`config.mk`:
```
export PLATFORM = sky130hd
export DESIGN_NAME = rro_corners
export DESIGN_NICKNAME = d
export VERILOG_FILES = /design/src/rtl/rro_pkg.sv /design/src/rtl/rro_corners.sv
export SDC_FILE = /design/constraint.sdc
export NUM_CORES = 2
export LEC_CHECK = 0
export BUFFER_PORTS_ARGS = -buffer_cell sky130_fd_sc_hd__buf_2
export CORE_MARGIN = 3
export CORE_UTILIZATION = 40
export CTS_CLUSTER_SIZE = 10
export DETAILED_ROUTE_END_ITERATION = 10
export GPL_TIMING_DRIVEN = 0
export PLACE_DENSITY = 0.6
export SETUP_SLACK_MARGIN = 0.02
export SLEW_MARGIN = 20
export SYNTH_ARGS = -nofsm -noshare
export SYNTH_HDL_FRONTEND = slang
export SYNTH_SLANG_ARGS = --single-unit
export TNS_END_PERCENT = 10
```
`constraint.sdc`:
```
create_clock -name clk -period 10 [get_ports clk]
set_input_delay 2.5 -clock clk [delete_from_list [all_inputs] [get_ports clk]]
set_output_delay 2.5 -clock clk [all_outputs]
set_load 0.1 [all_outputs]
```
`src/rtl/rro_pkg.sv`:
```
// ----------------------------------------------------------------------------
// rro_pkg
// Shared types for the rotated rectangle overlap test pipeline.
// ----------------------------------------------------------------------------
package rro_pkg;

  localparam int NumStages = 6;

  typedef logic signed [23:0] center_t;
  typedef logic        [22:0] extent_t;
  typedef logic signed [15:0] trig_t;
  typedef logic signed [16:0] axis_t;
  typedef logic signed [39:0] term_t;
  typedef logic signed [40:0] corner_t;
  typedef logic signed [57:0] prod_t;
  typedef logic signed [58:0] proj_t;

  typedef struct packed {
    logic s1;
    logic s2;
  } stage_en_t;

endpackage

```
`src/rtl/rro_corners.sv`:
```
// ----------------------------------------------------------------------------
// rro_corners
// Two-stage corner builder: scaled axes, then the four corners, at Q.22.
// ----------------------------------------------------------------------------
module rro_corners (
  input  logic               clk,
  input  rro_pkg::stage_en_t en,
  input  rro_pkg::center_t   cen_x,
  input  rro_pkg::center_t   cen_y,
  input  rro_pkg::extent_t   hw,
  input  rro_pkg::extent_t   hh,
  input  rro_pkg::trig_t     cs,
  input  rro_pkg::trig_t     sn,
  output rro_pkg::corner_t   x [4],
  output rro_pkg::corner_t   y [4]
);
  import rro_pkg::*;

  corner_t cx;
  corner_t cy;
  term_t   ux;
  term_t   uy;
  term_t   vx;
  term_t   vy;

  always_ff @(posedge clk) begin
    if (en.s1) begin
      cx <= {{3{cen_x[23]}}, cen_x, 14'b0};
      cy <= {{3{cen_y[23]}}, cen_y, 14'b0};
      ux <= term_t'($signed({1'b0, hw})) * term_t'(cs);
      uy <= term_t'($signed({1'b0, hw})) * term_t'(sn);
      vx <= -(term_t'($signed({1'b0, hh})) * term_t'(sn));
      vy <= term_t'($signed({1'b0, hh})) * term_t'(cs);
    end
  end

  always_ff @(posedge clk) begin
    if (en.s2) begin
      for (int k = 0; k < 4; k++) begin
        x[k] <= cx + (k[0] ? -{ux[39], ux} : {ux[39], ux})
                   + (k[1] ? -{vx[39], vx} : {vx[39], vx});
        y[k] <= cy + (k[0] ? -{uy[39], uy} : {uy[39], uy})
                   + (k[1] ? -{vy[39], vy} : {vy[39], vy});
      end
    end
  end

endmodule

```
==> impl_metrics.env <==
export IMPL_outcome="complete, but fails checks"
export IMPL_violations="negative setup slack"
export IMPL_synth_seq_cells=530
export IMPL_max_cap_violations=0
export IMPL_antenna_found_initial=83
export IMPL_setup_tns_ps=-149
export IMPL_clkLatencyLatePin_ps=740
export IMPL_fin_cells=13400
export IMPL_layout_area_overhead_vs_synth_pct=9.50
export IMPL_dieWidth_um=478
export IMPL_vias=73000
export IMPL_cts_buffers=70
export IMPL_synthesis_instances=9806
export IMPL_initial_utilization_pct=40.4
export IMPL_io_buffers=427
export IMPL_hold_start="ux[0]$_DFFE_PP_"
export IMPL_fmax_mhz=99.3
export IMPL_globalRouteMet3Util_pct=6.73
export IMPL_clk_path_buf_depth=3
export IMPL_cp_max_fo=11
export IMPL_finalWorstSetupSlack_ps=-70.9
export IMPL_multi_input_area_um2=65400
export IMPL_crit_arrival_ps=10460
export IMPL_yosysSeqAreaShare_pct=17.8
export IMPL_final_hold_viol_count=0
export IMPL_ant_nets=0
export IMPL_synth_warnings=0
export IMPL_drc=0
export IMPL_max_stage_delay_ps=980
export IMPL_grt_ovfl_total=0
export IMPL_worstMarginPinSlew_ps=1260
export IMPL_fin_skew_ps=65.0
export IMPL_clk_pin_slew_worst_paths_ps=50
export IMPL_synth_avg_cell_area_um2=9.10
export IMPL_wl_per_cell_um=24.4
export IMPL_yosys_most_used_dff="edfxtp_1"
export IMPL_cts_setup_buffers=0
export IMPL_critPathKind="in -> reg"
export IMPL_layout_drive_gt1_share_pct=6.55
export IMPL_dp_cells=13200
export IMPL_cp_startpoint="cs[3]"
export IMPL_cp_required_ps=10390
export IMPL_hold_class="reg -> reg"
export IMPL_top_usage_layer="met2"
export IMPL_coreArea_um2=221000
export IMPL_cts_tree="done"
export IMPL_seq_area_um2=15900
export IMPL_cp_slowest_cell="clkbuf_1"
export IMPL_syn_nets=12100
export IMPL_rows=172
export IMPL_vias_per_cell=5.46
export IMPL_r2r_start="uy[6]$_DFFE_PP_"
export IMPL_drt_initial_drc_count=6720
export IMPL_maxSlewViolCount=0
export IMPL_reg2reg_depth=22
export IMPL_postSynth_asyncResetShare_pct=0
export IMPL_slew_headroom_pct=16.2
export IMPL_r2r_slack_ps=2730
export IMPL_grt_pass1_vias=72600
export IMPL_dr_pass1_iters=7
export IMPL_ys_types=82
export IMPL_wirelength_um=326000
export IMPL_grt_usage_pct=28.2
export IMPL_hold_path_cell_count=1
export IMPL_fin_crit_sh_pct=101
export IMPL_place_congestion=1.02
export IMPL_netlist_area_um2=89300
export IMPL_fill_cells=22000
export IMPL_io_pins=457
export IMPL_rsz0062_at_grt="yes"
export IMPL_dp_hpwl_um=276000
export IMPL_setup_worst_path_start_class="input port"
export IMPL_worstHoldEndpoint="x[41]$_DFFE_PP_"
export IMPL_grt_util_met1_pct=38.9
export IMPL_met2_usage_pct=43.2
export IMPL_h_tree_depth=3
export IMPL_root_buffer="clkbuf_16"
export IMPL_die_area_um2=229000
export IMPL_cp_common_cell="fa_1"
export IMPL_synth_edff_count=530
export IMPL_setup_viol=3
export IMPL_grt_pass1_wl_um=478000
export IMPL_fp_dieH_um=478
export IMPL_period_needed_ps=10070
export IMPL_crit_chain="clkbuf_2, clkbuf_1, and2_1, fa_1, fa_1, fa_1, inv_1, fa_1, inv_1, fa_1, fa_1, ha_1, nand4_1, nor4_1, o31ai_1, a21oi_1, o211ai_1, a41oi_1, o21ai_0, o211ai_1, nand2_1, xnor2_2"
export IMPL_worstReg2RegEnd="y[40]$_DFFE_PP_"
export IMPL_grt_max_degree=103
export IMPL_cts_sinks=530
export IMPL_layout_nets=12600
export IMPL_end_kind="flop"
export IMPL_cts_hold_buf=0
## synthesized netlist by cell type, drive strengths merged (11+ instances only)
cell type / instances / area, um2
a21oi: 530 / 2660
a41oi: 16 / 140
buf: 33 / 149
o31a: 12 / 105
clkbuf: 381 / 1430
nand4: 63 / 394
nor3: 105 / 556
nor4: 31 / 194
a31oi: 61 / 382
a31o: 12 / 105
ha: 984 / 12300
fa: 1185 / 23700
or3: 46 / 307
nor2b: 77 / 482
o21bai: 101 / 758
xor2: 173 / 1520
nand2: 1008 / 3780
or2: 24 / 150
nand2b: 101 / 639
o311ai: 11 / 96.3
a211o: 11 / 96.3
or4: 20 / 154
o21ai: 279 / 1400
and3: 56 / 350
a21o: 276 / 2070
nand3: 99 / 495
xnor2: 448 / 3920
a211oi: 48 / 360
edfxtp: 530 / 15900
o31ai: 31 / 233
a221oi: 15 / 131
and4: 17 / 149
o21a: 70 / 526
and2: 651 / 4070
nor2: 409 / 1540
o211ai: 29 / 218
inv: 1714 / 6430
## logic make-up after synthesis
kind of cell	after synthesis	share of synthesized area, %
compound gates	1615	11.5
xor+xnor	621	6.09
simple gates	2735	15.1
buf+inv	2128	8.98
fa+ha+maj	2169	40.4
flops	530	17.8
mux	8	0.0925
## per-layer routing
| metal | wire length [um] | part of all wire, % |
|---|---|---|
| met3 | 31400 | 9.6 |
| met5 | 241 | 0.074 |
| met4 | 11400 | 3.5 |
| met1 | 139000 | 42 |
| met2 | 145000 | 44 |
## worst max-delay path, delay by kind of cell
kind	cells	cell delay (ps)
buffers and inverters	4	1670
AND/OR/NAND/NOR	4	930
XOR/XNOR	1	710
adder cells (fa/ha/maj)	7	2950
AO/OA/AOI/OAI	6	1650
## sequential cells by signal (all words and copies together), names as in the netlist
register / cells
x: 161
ux: 40
vx: 40
cx: 24
cy: 24
vy: 40
y: 161
uy: 40
## cell usage in the layout, fill, tap and decap left out, types with 277 or more instances in the layout
cell      netlist  routed
inv_1        1712    1712
nor2_1        409     409
nand2_1      1008    1008
o21ai_0       278     277
ha_1          984     984
buf_2           2     429
xnor2_1       448     442
fa_1         1185    1185
a21oi_1       529     529
clkbuf_1      381     324
and2_1        649     649
edfxtp_1      530     530
## worst max path at each step
stage / slack [ps] / to / depth (start not counted)
after floorplan: 1130 / vy[39]$_DFFE_PP_ / 24
after global placement: -2170 / vy[34]$_DFFE_PP_ / 22
after detailed placement: -1010 / ux[34]$_DFFE_PP_ / 20
after CTS: 30 / vx[37]$_DFFE_PP_ / 24
after global routing: -210 / ux[36]$_DFFE_PP_ / 22
final: -70 / ux[38]$_DFFE_PP_ / 22
## final cells by class
type | instances | area share [%]
diodes | 59 | 0.151
plain buffers | 414 | 1.72
clock buffers | 81 | 1.83
clock inverters | 26 | 0.300
inverters | 1714 | 6.58
multi-input cells | 7148 | 67.0
flip-flops and latches | 530 | 16.3
well taps | 2958 | 3.79
repair buffers | 435 | 2.40
## stage by stage
stage	hold WS [ps]	instance area (um2)	utilization, %	setup slack [ps]
2_1_floorplan	576	89300	-	1130
3_3_place_gp	705	95100	43.1	-2170
3_5_place_dp	723	95400	43.2	-1010
4_1_cts	727	97500	44.2	26.9
5_1_grt	718	97700	44.2	-207
6_report	691	97800	44.3	-70.9
## timing repair
item / 4_1_cts / 5_1_grt
endpoints found under the hold margin: 0 / 0
gates resized for setup: 19 / 69
setup endpoints to repair: 14 / 29
Power is left out: the tool's default activity adds up to more than one toggle a clock period on the data nets, which glitch-free logic cannot reach.
